<file path="config.mk">
export PLATFORM = sky130hd
export DESIGN_NAME = scrp_regs
export DESIGN_NICKNAME = d
export VERILOG_FILES = /design/src/hw/rtl/s_curve_step_rate_profile_top_assert.svh /design/src/hw/rtl/scrp_pkg.sv /design/src/hw/rtl/scrp_regs.sv
export SDC_FILE = /design/constraint.sdc
export NUM_CORES = 1
export LEC_CHECK = 0
export ABC_AREA = 1
export BUFFER_PORTS_ARGS = -buffer_cell sky130_fd_sc_hd__buf_2
export CORE_ASPECT_RATIO = 0.8
export CORE_MARGIN = 10
export CORE_UTILIZATION = 32
export CTS_CLUSTER_SIZE = 16
export DETAILED_ROUTE_END_ITERATION = 12
export HOLD_SLACK_MARGIN = 0.05
export SETUP_SLACK_MARGIN = 0.02
export SLEW_MARGIN = 5
export SYNTH_ARGS = -nofsm -noshare
export SYNTH_HDL_FRONTEND = slang
export SYNTH_SLANG_ARGS = --single-unit
export TNS_END_PERCENT = 1
</file>
<file path="constraint.sdc">
create_clock -name clock -period 3.4 [get_ports clock]
set_input_delay 0.85 -clock clock [delete_from_list [all_inputs] [get_ports clock]]
set_output_delay 0.85 -clock clock [all_outputs]
set_load 0.01 [all_outputs]
</file>
<file path="src/hw/rtl/s_curve_step_rate_profile_top_assert.svh">
// Assertion macros shared by the step-rate profile RTL.
// Included by the controller and the datapath; depends on nothing else.
`ifndef S_CURVE_STEP_RATE_PROFILE_TOP_ASSERT_SVH
`define S_CURVE_STEP_RATE_PROFILE_TOP_ASSERT_SVH

// Same-cycle implication, checked on every rising clock edge outside reset.
`define SCRP_ASSERT_IMPL(name, clk, rst, ante, cons, msg) \
   name: assert property (@(posedge clk) disable iff (rst) (ante) |-> (cons)) \
      else $error(msg);

// Next-cycle implication, checked on every rising clock edge outside reset.
`define SCRP_ASSERT_NEXT(name, clk, rst, ante, cons, msg) \
   name: assert property (@(posedge clk) disable iff (rst) (ante) |=> (cons)) \
      else $error(msg);

`endif

</file>
<file path="src/hw/rtl/scrp_pkg.sv">
// Shared types and constants of the step-rate profile block.
// Used by the register file, the controller, the datapath and the top level.
package scrp_pkg;

   // Axis modes carried by each input item.
   localparam logic [1:0] MODE_IDLE    = 2'd0;
   localparam logic [1:0] MODE_MANUAL  = 2'd1;
   localparam logic [1:0] MODE_PROFILE = 2'd2;
   localparam logic [1:0] MODE_HOMING  = 2'd3;

   // Profile stages.
   localparam logic [2:0] STAGE_NONE     = 3'd0;
   localparam logic [2:0] STAGE_ACC_UP   = 3'd1;
   localparam logic [2:0] STAGE_ACC_DOWN = 3'd2;
   localparam logic [2:0] STAGE_CRUISE   = 3'd3;
   localparam logic [2:0] STAGE_DEC_UP   = 3'd4;
   localparam logic [2:0] STAGE_DEC_DOWN = 3'd5;
   localparam logic [2:0] STAGE_END      = 3'd6;

   // Configuration register indexes.
   localparam logic [2:0] REG_START_RATE  = 3'd0;
   localparam logic [2:0] REG_END_RATE    = 3'd1;
   localparam logic [2:0] REG_CRUISE_RATE = 3'd2;
   localparam logic [2:0] REG_JERK_STEP   = 3'd3;
   localparam logic [2:0] REG_ACCEL_LIMIT = 3'd4;
   localparam logic [2:0] REG_MOVE_PULSES = 3'd5;
   localparam logic [2:0] REG_HOMING_RATE = 3'd6;

   // Fixed rates and reset values.
   localparam logic [15:0] RATE_MAX         = 16'hFFFF;
   localparam logic [15:0] MANUAL_STEP      = 16'd50;
   localparam logic [15:0] JERK_RESET       = 16'd1;
   localparam logic [15:0] HOMING_RESET     = 16'd100;

   // Configuration register contents.
   typedef struct packed {
      logic [15:0] start_rate;
      logic [15:0] end_rate;
      logic [15:0] cruise_rate;
      logic [15:0] jerk_step;
      logic [19:0] accel_limit;
      logic [23:0] move_pulses;
      logic [15:0] homing_rate;
   } cfg_type;

   // Commands from the controller to the datapath.
   typedef struct packed {
      logic accept;
      logic prep;
      logic mul1;
      logic mul2;
      logic sum;
      logic upd;
   } cmd_type;

   // Status from the datapath to the controller.
   typedef struct packed {
      logic ramp_run;
   } status_type;

endpackage

</file>
<file path="src/hw/rtl/scrp_regs.sv">
// Configuration register file of the step-rate profile block.
// Depends on scrp_pkg for the register indexes and the cfg_type struct.
module scrp_regs (
   input  logic             clock,
   input  logic             reset,
   input  logic             csr_we,
   input  logic [2:0]       csr_index,
   input  logic [23:0]      csr_wdata,
   output scrp_pkg::cfg_type cfg
);
   import scrp_pkg::*;

   cfg_type cfg_ff;
   cfg_type cfg_in;

   // Write decoder; indexes beyond the list are ignored.
   always_comb begin
      cfg_in = cfg_ff;
      if (csr_we) begin
         unique case (csr_index)
            REG_START_RATE:  cfg_in.start_rate  = csr_wdata[15:0];
            REG_END_RATE:    cfg_in.end_rate    = csr_wdata[15:0];
            REG_CRUISE_RATE: cfg_in.cruise_rate = csr_wdata[15:0];
            REG_JERK_STEP:   cfg_in.jerk_step   = csr_wdata[15:0];
            REG_ACCEL_LIMIT: cfg_in.accel_limit = csr_wdata[19:0];
            REG_MOVE_PULSES: cfg_in.move_pulses = csr_wdata[23:0];
            REG_HOMING_RATE: cfg_in.homing_rate = csr_wdata[15:0];
            default:         cfg_in = cfg_ff;
         endcase
      end
   end

   // Register storage with its reset values.
   always_ff @(posedge clock) begin
      if (reset) begin
         cfg_ff.start_rate  <= '0;
         cfg_ff.end_rate    <= '0;
         cfg_ff.cruise_rate <= '0;
         cfg_ff.jerk_step   <= JERK_RESET;
         cfg_ff.accel_limit <= '0;
         cfg_ff.move_pulses <= '0;
         cfg_ff.homing_rate <= HOMING_RESET;
      end else begin
         cfg_ff <= cfg_in;
      end
   end

   assign cfg = cfg_ff;

endmodule

</file>
-- Word level (Yosys, flattened, before mapping)
Cells that the tools add are included.
Widths: inputs -> output; s select.
- register bits after elaboration: 124
- bits of input ports: 30
- logic and storage cells: 21
- equal/unequal tests: 6
- reductions and logical operators: 8
- operators with widths (cell ; number):
    $reduce_and 2->1 ; 7
    $eq 3x3->1 const B ; 3
    $eq 3x2->1 const B ; 2
    $eq 3x1->1 const B ; 1
    $logic_not 3->1 ; 1

-- Logic depth before layout (Yosys ltp)
- word-level depth: 2
- depth in mapped cells: 7
- gate-level depth less buffers: 5

-- Worst setup path after synthesis
OpenSTA, ideal clock, no wires.
- path kind: input to register
- start point: input port csr_index[0]
- end point: register cfg_ff, in the netlist cfg[49]
- data arrival time: 1534 ps
- required time: 3287 ps
- slack: 1754 ps
- stages on the path: 5
- buffers on the path: 1
- cells stage by stage: nor2_2 -> buf_2 -> nand3_2 -> nand2_1 -> nor2_1
- cells in the longest elaborated chain, start to end: 2
- RTL lines (what ; line ; source):
    from (decl) ; scrp_regs.sv:7 ; input logic [2:0] csr_index,
    $eq 3x3->1 ; scrp_regs.sv:20 ; unique case (csr_index)
    $reduce_and 2->1 (no line) ; n/a ;
    to (signal assigned) ; scrp_regs.sv:44 ; cfg_ff <= cfg_in;
    to (decl) ; scrp_regs.sv:13 ; cfg_type cfg_ff;
No other way between the ends.
A chain may end at the register's enable or synchronous reset.

-- Worst setup path in the final report
- start point: input port csr_we
- end point: register cfg_ff, in the netlist cfg[35]
- cells in the longest elaborated chain, start to end: 1
- RTL lines (what ; line ; source):
    from (decl) ; scrp_regs.sv:6 ; input logic csr_we,
    $reduce_and 2->1 (no line) ; n/a ;
No other way between the ends.

==> results.ini <==
[power_and_ir_drop]
clkPwrFrac_pct=49.9
p_sw_uw=938
internal_power_uw=2840
p_leak_uw=0.00318
switching_share_pct=24.8
combPwrFrac_pct=9.6
pwr-share-seq_pct=40.6
p_total_uw=3770
power.density_nw_per_um2=579
ir_worst_vdd_mv=0.336

[cts]
cts-resized-gates=0
cts_buffers=17
cts_tree=yes
cts_max_level=4
clock_latency_ps=410
postCtsSetupRepairBufs=0
clockBufferDepth=2
path_clk_slew_ps=60
clock-root-buffer=clkbuf_16
clock_sinks=124
ctsHoldBuffers=0

[final_layout]
nets=876
largest_reg_flops=124
drive_gt1_share_pct=25.4
syn2layout_area_growth_pct=27.9
diodes=0

[sta]
period_share_pct=54.7
skew_ps=0
worstMarginPinSlew_ps=939
setup-tns-final_ps=0
drv_slew=0
slew_headroom_pct=37.3
period_minus_slack_ps=1860
timing.fmax_ghz=0.538
setup-violations-final=0
hold_viol=0
rsz0062_at_grt=no

[worst_setup_path]
r2r_end=cfg[75]
r2r_slack_ps=2780
r2r_cells=2
cp_max_fo=35
cp-start-kind=input port
arrival_ps=2170
path_class=input port to register
reg2reg_from=cfg[75]
worst_ep_required_time_ps=3710
cp-end-kind=register

[worst_hold_path]
worstHoldEndpoint=cfg[2]
hold_path_class=register to register
hp-start=cfg[2]
hold_path_depth=2

[detailed_routing]
detail-route-antenna-nets=0
vias=4843
wl_mm=17.5
viasPerCell=4.51
routedWlPerCell_um=16.3
route.detailed.drc=0
drt_iter0_markers=341
drtPass1Iterations=4

[place]
io_buffers=153
dp_hpwl_mm=11.6
gp_congestion=0.770

[floorplanning]
core_um2=15700
die_h_um=133
dieArea_um2=21400
die_w_um=161
ioPinCount=154
placementRows=41
initial_core_util_pct=32.4

[synth]
syn-cell-area_um2=5090
synthDistinctLibCells=16
ys_seq_area_share_pct=48.7
postSynthCellCount=710
yosys_warnings=0
ys_ff_latch=124
syn_area_per_cell_um2=7.17
synth.net_count=740

[global_route]
gr-total-overflow=0
busiest_layer=met2
grtUsageMet3_pct=5.46
grt_max_degree=64
grt_usage_pct=16.1
grt_pass1_vias=4532
grtUsageMet1_pct=20.8
antenna_found_initial=1
grt_pass1_wl_mm=26.6
use_met2_pct=24.5

[flow_run]
cap_violations=0

[status]
run_status=completed

-- layout by cell type (no fill, tap or decap), types with 4 or more instances in the layout --
master | Yosys | final
nand2_1 | 132 | 132
nand3_1 | 114 | 114
nor2_1 | 243 | 241
nor2_4 | 7 | 9
clkinv_2 | 0 | 6
bufinv_16 | 0 | 4
nand3_2 | 10 | 10
buf_2 | 15 | 153
clkbuf_16 | 0 | 17
inv_1 | 27 | 27
buf_4 | 8 | 9
dfxtp_1 | 124 | 124
-- final cells by class --
class	instances	area (µm²)
fillers	1704	9180
flip-flops and latches	124	2480
multi-input cells	510	2210
repair buffers	162	833
clock buffers	19	433
well taps	215	269
clock inverters	13	174
inverters	31	119
-- power by group through the flow --
stage	clock [µW]	sequential, µW	combinational (µW)
finish	1880	1530	362
global route	1980	1540	406
detailed placement	0	1560	368
global placement	0	1560	365
CTS	1920	1530	369
floorplan	0	1580	209
-- cells in the mapped netlist, drive strengths merged --
cell | number | area [µm²]
buf | 45 | 304
dfxtp | 124 | 2480
inv | 31 | 116
nand2 | 134 | 518
nand3 | 124 | 671
nor2 | 251 | 997
o21ai | 1 | 5.00
-- metrics by stage --
| step | cell area, µm² | setup slack [ps] | cells | utilization [%] | hold WS (ps) |
|---|---|---|---|---|---|
| 2_1_floorplan | 5090 | 1750 | 710 | - | 489 |
| 3_3_place_gp | 5910 | 1140 | 1042 | 37.6 | 445 |
| 3_5_place_dp | 5910 | 1100 | 1042 | 37.6 | 442 |
| 4_1_cts | 6520 | 1540 | 1074 | 41.5 | 458 |
| 5_1_grt | 6520 | 1410 | 1074 | 41.5 | 475 |
| 6_report | 6520 | 1540 | 1074 | 41.5 | 455 |
-- metal layers --
metal	part of all wire, %	vias up
li1	-	2481
met1	45	2201
met2	46	142
met3	7.9	17
met4	1.2	2
met5	0.040	-
-- cells by family (layout without fill, tap and decap cells) --
family          count (synthesis)  in the layout  share of synthesized area (%)
compound gates                  1              1                         0.0982
buf+inv                        76            225                           8.25
flops                         124            124                           48.7
simple gates                  509            509                           42.9
-- critical path: stages --
cell,delay (ps)
buf_2,150
nand2_4,100
inv_2,490
buf_4,320
nand3_1,90
nand2_1,110
nor2_1,50
-- how the worst max path moves through the flow --
| stage | cells after the start | endpoint | startpoint |
|---|---|---|---|
| 2_1_floorplan | 5 | cfg[49] | csr_index[0] |
| 3_3_place_gp | 7 | cfg[32] | csr_we |
| 3_5_place_dp | 7 | cfg[39] | csr_we |
| 4_1_cts | 7 | cfg[39] | csr_we |
| 5_1_grt | 7 | cfg[24] | csr_we |
| 6_report | 7 | cfg[35] | csr_we |
No activity file was read; power rests on OpenSTA's default activity.
