**config.mk**
```make
export PLATFORM = sky130hd
export DESIGN_NAME = scrp_ctrl
export DESIGN_NICKNAME = d
export VERILOG_FILES = /design/src/hw/rtl/scrp_pkg.sv /design/src/hw/rtl/scrp_ctrl.sv
export VERILOG_INCLUDE_DIRS = /design/src /design/src/hw/rtl
export SDC_FILE = /design/constraint.sdc
export NUM_CORES = 1
export LEC_CHECK = 0
export ABC_CLOCK_PERIOD_IN_PS = 1500
export BUFFER_PORTS_ARGS = -buffer_cell sky130_fd_sc_hd__buf_4
export CAP_MARGIN = 10
export CORE_AREA = 8 8 45 47
export DETAILED_ROUTE_END_ITERATION = 12
export DIE_AREA = 0 0 53 55
export SLEW_MARGIN = 20
export SYNTH_ARGS = -nofsm -noshare
export SYNTH_HDL_FRONTEND = slang
export SYNTH_SLANG_ARGS = --single-unit
```
**constraint.sdc**
```tcl
create_clock -name clock -period 1.5 [get_ports clock]
set_input_delay 0.075 -clock clock [delete_from_list [all_inputs] [get_ports clock]]
set_output_delay 0.075 -clock clock [all_outputs]
set_load 0.02 [all_outputs]
```
**src/hw/rtl/s_curve_step_rate_profile_top_assert.svh**
```systemverilog
// Assertion macros shared by the step-rate profile RTL.
// Included by the controller and the datapath; depends on nothing else.
`ifndef S_CURVE_STEP_RATE_PROFILE_TOP_ASSERT_SVH
`define S_CURVE_STEP_RATE_PROFILE_TOP_ASSERT_SVH

// Same-cycle implication, checked on every rising clock edge outside reset.
`define SCRP_ASSERT_IMPL(name, clk, rst, ante, cons, msg) \
   name: assert property (@(posedge clk) disable iff (rst) (ante) |-> (cons)) \
      else $error(msg);

// Next-cycle implication, checked on every rising clock edge outside reset.
`define SCRP_ASSERT_NEXT(name, clk, rst, ante, cons, msg) \
   name: assert property (@(posedge clk) disable iff (rst) (ante) |=> (cons)) \
      else $error(msg);

`endif

```
**src/hw/rtl/scrp_pkg.sv**
```systemverilog
// Shared types and constants of the step-rate profile block.
// Used by the register file, the controller, the datapath and the top level.
package scrp_pkg;

   // Axis modes carried by each input item.
   localparam logic [1:0] MODE_IDLE    = 2'd0;
   localparam logic [1:0] MODE_MANUAL  = 2'd1;
   localparam logic [1:0] MODE_PROFILE = 2'd2;
   localparam logic [1:0] MODE_HOMING  = 2'd3;

   // Profile stages.
   localparam logic [2:0] STAGE_NONE     = 3'd0;
   localparam logic [2:0] STAGE_ACC_UP   = 3'd1;
   localparam logic [2:0] STAGE_ACC_DOWN = 3'd2;
   localparam logic [2:0] STAGE_CRUISE   = 3'd3;
   localparam logic [2:0] STAGE_DEC_UP   = 3'd4;
   localparam logic [2:0] STAGE_DEC_DOWN = 3'd5;
   localparam logic [2:0] STAGE_END      = 3'd6;

   // Configuration register indexes.
   localparam logic [2:0] REG_START_RATE  = 3'd0;
   localparam logic [2:0] REG_END_RATE    = 3'd1;
   localparam logic [2:0] REG_CRUISE_RATE = 3'd2;
   localparam logic [2:0] REG_JERK_STEP   = 3'd3;
   localparam logic [2:0] REG_ACCEL_LIMIT = 3'd4;
   localparam logic [2:0] REG_MOVE_PULSES = 3'd5;
   localparam logic [2:0] REG_HOMING_RATE = 3'd6;

   // Fixed rates and reset values.
   localparam logic [15:0] RATE_MAX         = 16'hFFFF;
   localparam logic [15:0] MANUAL_STEP      = 16'd50;
   localparam logic [15:0] JERK_RESET       = 16'd1;
   localparam logic [15:0] HOMING_RESET     = 16'd100;

   // Configuration register contents.
   typedef struct packed {
      logic [15:0] start_rate;
      logic [15:0] end_rate;
      logic [15:0] cruise_rate;
      logic [15:0] jerk_step;
      logic [19:0] accel_limit;
      logic [23:0] move_pulses;
      logic [15:0] homing_rate;
   } cfg_type;

   // Commands from the controller to the datapath.
   typedef struct packed {
      logic accept;
      logic prep;
      logic mul1;
      logic mul2;
      logic sum;
      logic upd;
   } cmd_type;

   // Status from the datapath to the controller.
   typedef struct packed {
      logic ramp_run;
   } status_type;

endpackage

```
**src/hw/rtl/scrp_ctrl.sv**
```systemverilog
// Sequencer of the step-rate profile block: input and result handshakes and
// the order of datapath steps. Depends on scrp_pkg and the assertion header.
`include "s_curve_step_rate_profile_top_assert.svh"

module scrp_ctrl (
   input  logic                clock,
   input  logic                reset,
   input  logic                req_tvalid,
   output logic                req_tready,
   output logic                rsp_tvalid,
   input  logic                rsp_tready,
   input  scrp_pkg::status_type status,
   output scrp_pkg::cmd_type    cmd
);
   import scrp_pkg::*;

   localparam logic [2:0] ST_IDLE = 3'd0;
   localparam logic [2:0] ST_PREP = 3'd1;
   localparam logic [2:0] ST_MUL1 = 3'd2;
   localparam logic [2:0] ST_MUL2 = 3'd3;
   localparam logic [2:0] ST_SUM  = 3'd4;
   localparam logic [2:0] ST_UPD  = 3'd5;

   logic [2:0] state_ff;
   logic [2:0] state_in;
   logic       rsp_valid_ff;
   logic       rsp_valid_in;
   logic       accept;
   logic       out_free;

   assign req_tready = (state_ff == ST_IDLE);
   assign accept     = req_tvalid && req_tready;
   assign out_free   = !rsp_valid_ff || rsp_tready;

   // Next-state logic. Ramp stages run the multiply steps, all else goes
   // straight to the update.
   always_comb begin
      state_in = state_ff;
      unique case (state_ff)
         ST_IDLE: if (accept) state_in = ST_PREP;
         ST_PREP: state_in = status.ramp_run ? ST_MUL1 : ST_UPD;
         ST_MUL1: state_in = ST_MUL2;
         ST_MUL2: state_in = ST_SUM;
         ST_SUM:  state_in = ST_UPD;
         ST_UPD:  if (out_free) state_in = ST_IDLE;
         default: state_in = ST_IDLE;
      endcase
   end

   // Step commands to the datapath.
   always_comb begin
      cmd.accept = accept;
      cmd.prep   = (state_ff == ST_PREP);
      cmd.mul1   = (state_ff == ST_MUL1);
      cmd.mul2   = (state_ff == ST_MUL2);
      cmd.sum    = (state_ff == ST_SUM);
      cmd.upd    = (state_ff == ST_UPD) && out_free;
   end

   // The result register is full from the update until the item is taken.
   always_comb begin
      rsp_valid_in = rsp_valid_ff;
      if (cmd.upd) begin
         rsp_valid_in = 1'b1;
      end else if (rsp_tready) begin
         rsp_valid_in = 1'b0;
      end
   end

   always_ff @(posedge clock) begin
      if (reset) begin
         state_ff     <= ST_IDLE;
         rsp_valid_ff <= 1'b0;
      end else begin
         state_ff     <= state_in;
         rsp_valid_ff <= rsp_valid_in;
      end
   end

   assign rsp_tvalid = rsp_valid_ff;

   // A blocked result holds the sequencer in the update step.
   `SCRP_ASSERT_NEXT(a_upd_hold, clock, reset,
      state_ff == ST_UPD && rsp_valid_ff && !rsp_tready, state_ff == ST_UPD,
      "update step left while the result register was full")
   // Every update fills the result register.
   `SCRP_ASSERT_NEXT(a_upd_fills, clock, reset, cmd.upd, rsp_valid_ff,
      "update did not present a result item")
   // An accepted item always starts with the preparation step.
   `SCRP_ASSERT_NEXT(a_accept_prep, clock, reset, accept, state_ff == ST_PREP,
      "accepted item did not enter the preparation step")

endmodule

```
==> Word level (Yosys, flattened, before mapping) <==
Index checks and enable logic that the tools add are counted.
{ "totals": {"regBits": 4, "in_bits": 5, "wordCells": 22} }
{ "classes": {"n_reduce_logical": 7, "eq_ne": 7, "mux": 6} }
{ "ops": {"columns": ["cell", "count"], "rows": [
  ["3-bit one-hot mux with 6 select lines", 1],
  ["3-bit two-way mux", 3],
  ["3-bit by 2-bit == test with 1-bit output (second input constant)", 2],
  ["3-bit == test (second input constant)", 2],
  ["3-bit by 1-bit == test with 1-bit output (second input constant)", 1],
  ["3-bit logical NOT", 1],
  ["1-bit logical AND", 2],
  ["1-bit two-way mux", 2],
  ["2-bit by 1-bit != test with 1-bit output (second input constant)", 1],
  ["2-bit != test (second input constant)", 1],
  ["2-bit AND reduction", 1],
  ["2-bit nonzero test", 1],
  ["1-bit logical NOT", 1],
  ["1-bit logical OR", 1]
]} }

==> Depth between registers and ports, before layout <==
{ "depth": {"ltp_word": 4, "depth_mapped": 4, "depth_no_buf": 3} }

==> Worst setup path before layout <==
No wires, ideal clock.
{ "synth_path": {"path_type": "reg2out", "start": "register state_ff[2]", "end": "output cmd[5] (netlist name)", "path_stages_with_launch": 5, "n_path_buf": 2, "setup_slack_ps": 278, "t_arrival_ps": 1147, "path_cell_list": "dfxtp_1 -> buf_2 -> nor3_2 -> and2_1 -> buf_4"} }
{ "synth_between": {"elab_chain_len": 2} }
{ "synth_lines": {"columns": ["item", "line", "source"], "rows": [
  ["start, declared", "scrp_ctrl.sv:24", "logic [2:0] state_ff;"],
  ["start signal, assigned", "scrp_ctrl.sv:75", "state_ff <= state_in;"],
  ["3-bit logical NOT", "scrp_ctrl.sv:31", "assign req_tready = (state_ff == ST_IDLE);"],
  ["net req_tready", "scrp_ctrl.sv:9", "output logic req_tready,"],
  ["1-bit logical AND", "scrp_ctrl.sv:32", "assign accept = req_tvalid && req_tready;"],
  ["end, declared", "scrp_ctrl.sv:13", "output scrp_pkg::cmd_type cmd"]
]} }
The timed path passes the listed nets, and every way through them passes these cells.

==> metrics.md <==
| Metric | Value |
|---|---|
| Combinational Power Share | 35.2% |
| Worst stage delay on the critical path | 0.44 ns |
| Antenna diodes | 0 |
| Switch share | 32.0% |
| Syn avg cell area | 9.19 µm² |
| Peak Freq | 773 MHz |
| Vias in the first global route | 245 |
| Fillcell total | 157 |
| Cell depth of the worst hold path | 2 |
| Skew-Pair Late Insertion Delay | 0.23 ns |
| CTS tree | done |
| Critical path endpoint category | output port |
| Clock Sinks | 4 |
| DRC | 0 |
| Setup CP Type | reg -> out |
| Final ANT Viol Nets | 0 |
| RSZ-0062 raised after global routing | false |
| Hold_sp | reset |
| Starting Density | 21.2% |
| Top-area cell type share of the netlist area | 27.2% |
| Worst Hold End | rsp_tvalid$_SDFFE_PP0P_ |
| CP Launch Type | flip-flop |
| Critical path buffers and inverters | 2 |
| Pwr per Cell Area | 1040 nW/µm² |
| Syn Inst Count | 32 |
| Syn_nets | 37 |
| Slew at the pin closest to its max-slew limit | 0.418 ns |
| Fraction of layout cells with a size suffix above 1 | 46.5% |
| Grt total ovfl | 0 |
| Hold crit path type | in -> reg |
| Post-Syn Area | 294 µm² |
| Die H | 55 µm |
| Area Growth Syn to Fin | 36.6% |
| Final Max Slew Viols | 0 |
| Status | finished clean |
| Cts repair resizes | 0 |
| Clock network fraction of total power | 30.8% |
| Pleak | 0.195 nW |
| Synth Register Bits | 4 |
| First-pass GRT wire length | 966 µm |
| Initial antenna violation count | 0 |
| Final net count | 50 |
| Num rows | 14 |
| Register-to-Register Path Depth | 3 |
| Synth warn | 0 |
| Slowest-stage cell, CP | dfxtp_1 |
| Final HPWL DP | 494 µm |
| WP data arrival | 1.22 ns |
| Die Footprint | 2920 µm² |
| Tcrit/Tclk final | 86.2% |
| Routability cong. | 0.657 |
| Clk buf depth | 2 |
| Final cell count without fillers | 59 |
| Die width | 53 µm |
| Post-layout power | 0.000418 W |
| Req. time, crit path | 1.42 ns |
| Final setup fails | 0 |
| Final worst path period need | 1.29 ns |
| Internal power | 0.000284 W |
| Post-CTS Hold Buffers | 0 |
| CTS root buffer | clkbuf_4 |
| Worst IR Drop VDD | 0.000300 V |
| DR pass1 iterations | 1 |
| Worst Path Max Fanout | 8 |
| Post-synth top area cell | dfxtp_1 |
| I/O pins | 13 |
| Final worst slack | 0.206 ns |
| H-Tree Depth | 1 |
| Synth top area cells | dfxtp_1, buf_4, nor3b_1 |
| Sw Pwr | 0.000134 W |
| Register share of total power | 34.0% |
| Clock transition at the registers of the reported paths | 0.04 ns |
| Reg-to-Reg Start | state_ff[2]$_SDFFE_PP0P_ |
| Setup Buffers After CTS | 0 |
| R2R Path End | state_ff[0]$_SDFFE_PP0P_ |
| Top delay family on crit path | flip-flops |
| Average wire per standard cell | 10.2 µm |
| Quantity of I/O buffers inserted on ports | 12 |
| DP Worst Slack | 0.284 ns |
| Worst rel slew slack | 72.1% |
| Top cell by count, worst path | buf_4 |
| Setup TNS | 0 ns |
| DRT iter0 DRCs | 0 |
| Register-to-register path setup slack | 0.28 ns |
| Maxcap violations | 0 |
| Worst Skew | 0.00128 ns |
| Largest net degree at the start of global routing | 13 |
| Core ar. | 1380 µm² |
| Detail-routed via count per cell | 4.15 |
| WL final | 603 µm |
| Total CTS buffers | 3 |
| Routed vias | 245 |
| Final hold violations | 0 |
| Placed Instances | 56 |
| Library cells used by synthesis | 21 |
| Register area share after synthesis | 27.2% |
| Crit-path cells | buf_4 > nor3_2 > and2_1 > buf_4 |
| Total GRT Usage | 4.75% |
-- area by class of cell --
class / instances / area, µm² / share of cell area, %
multi-input cells: 22 / 178 / 44.2
repair buffers: 13 / 97.6 / 24.3
flip-flops and latches: 4 / 80.1 / 19.9
clock buffers: 3 / 22.5 / 5.61
well taps: 16 / 20.0 / 4.98
inverters: 1 / 3.75 / 0.935
-- state kept, by name (all words and copies together), names as in the netlist --
signal / flops
rsp_tvalid: 1
state_ff: 3
-- worst reg2reg max path: stages (launching register included) --
cell and delay, ns:
dfxtp_1 0.57, or2b_2 0.33, a21oi_1 0.14, o21a_1 0.13
-- how the worst max path moves through the flow --
stage,slack (ns),startpoint,cells past startpoint,endpoint
after CTS,0.19,state_ff[2]$_SDFFE_PP0P_,3,cmd[5]
after global routing,0.08,state_ff[2]$_SDFFE_PP0P_,2,cmd[1]
after floorplan,0.28,state_ff[2]$_SDFFE_PP0P_,4,cmd[5]
after global placement,0.30,state_ff[2]$_SDFFE_PP0P_,3,state_ff[0]$_SDFFE_PP0P_
final,0.21,state_ff[0]$_SDFFE_PP0P_,4,cmd[5]
after detailed placement,0.28,state_ff[2]$_SDFFE_PP0P_,3,state_ff[0]$_SDFFE_PP0P_
-- layout by cell type (no fill, tap or decap) --
cell type,n
nor3_1,1
mux2i_1,1
o32ai_1,1
and3b_1,1
inv_1,1
nand2b_1,1
o21a_1,1
or3b_1,1
buf_4,13
and2_1,1
nor2b_1,2
clkbuf_4,3
a21oi_1,3
nor2_1,1
nor3_2,1
dfxtp_1,4
a31o_1,1
nor4b_2,1
or2b_2,1
nand3b_4,1
nor3b_1,3
-- power by group through the flow --
stage                     logic, W  clock network, W  registers, W
after floorplan           0.000122                 0      0.000124
after global placement    0.000148                 0      0.000143
after detailed placement  0.000150                 0      0.000144
after CTS                 0.000150          0.000139      0.000142
after global routing      0.000160          0.000143      0.000147
final                     0.000147          0.000129      0.000142
-- cells in the mapped netlist --
library cell	n
buf_4	3
mux2i_1	1
nand2b_1	1
and2_1	1
buf_2	2
nand3b_4	1
nor3_1	1
inv_1	1
dfxtp_1	4
and3b_1	1
nor4b_2	1
nor3b_1	3
nor2_1	1
nor3_2	1
nor2b_1	2
o32ai_1	1
or3b_1	1
a31o_1	1
or2b_2	1
o21a_1	1
a21oi_1	3
-- stage by stage --
stage | util [%] | hold WS, ns | instance area [µm²]
CTS | 29.0 | 0.0323 | 402
detailed placement | 27.4 | 0.278 | 379
finish | 29.0 | 0.0381 | 402
global route | 29.0 | 0.0446 | 402
floorplan | - | 0.144 | 294
global placement | 27.4 | 0.276 | 379
-- layer usage --
layer / track usage, % / vias to the layer above / share of wire [%]
met4: 6.47 / 0 / 0
li1: - / 133 / -
met3: 2.41 / 0 / 15
met2: 6.45 / 8 / 47
met5: 0 / - / 0
met1: 4.56 / 104 / 38
-- cell families (layout without fill, tap and decap cells) --
logic type / after synthesis / after routing / share of synthesized area (%)
and+or+nand+nor: 15 / 15 / 43.4
AOI/OAI and AO/OA: 6 / 6 / 13.6
buffers and inverters: 6 / 17 / 12.3
DFF: 4 / 4 / 27.2
muxes: 1 / 1 / 3.40
No activity file was read; power rests on OpenSTA's default activity.
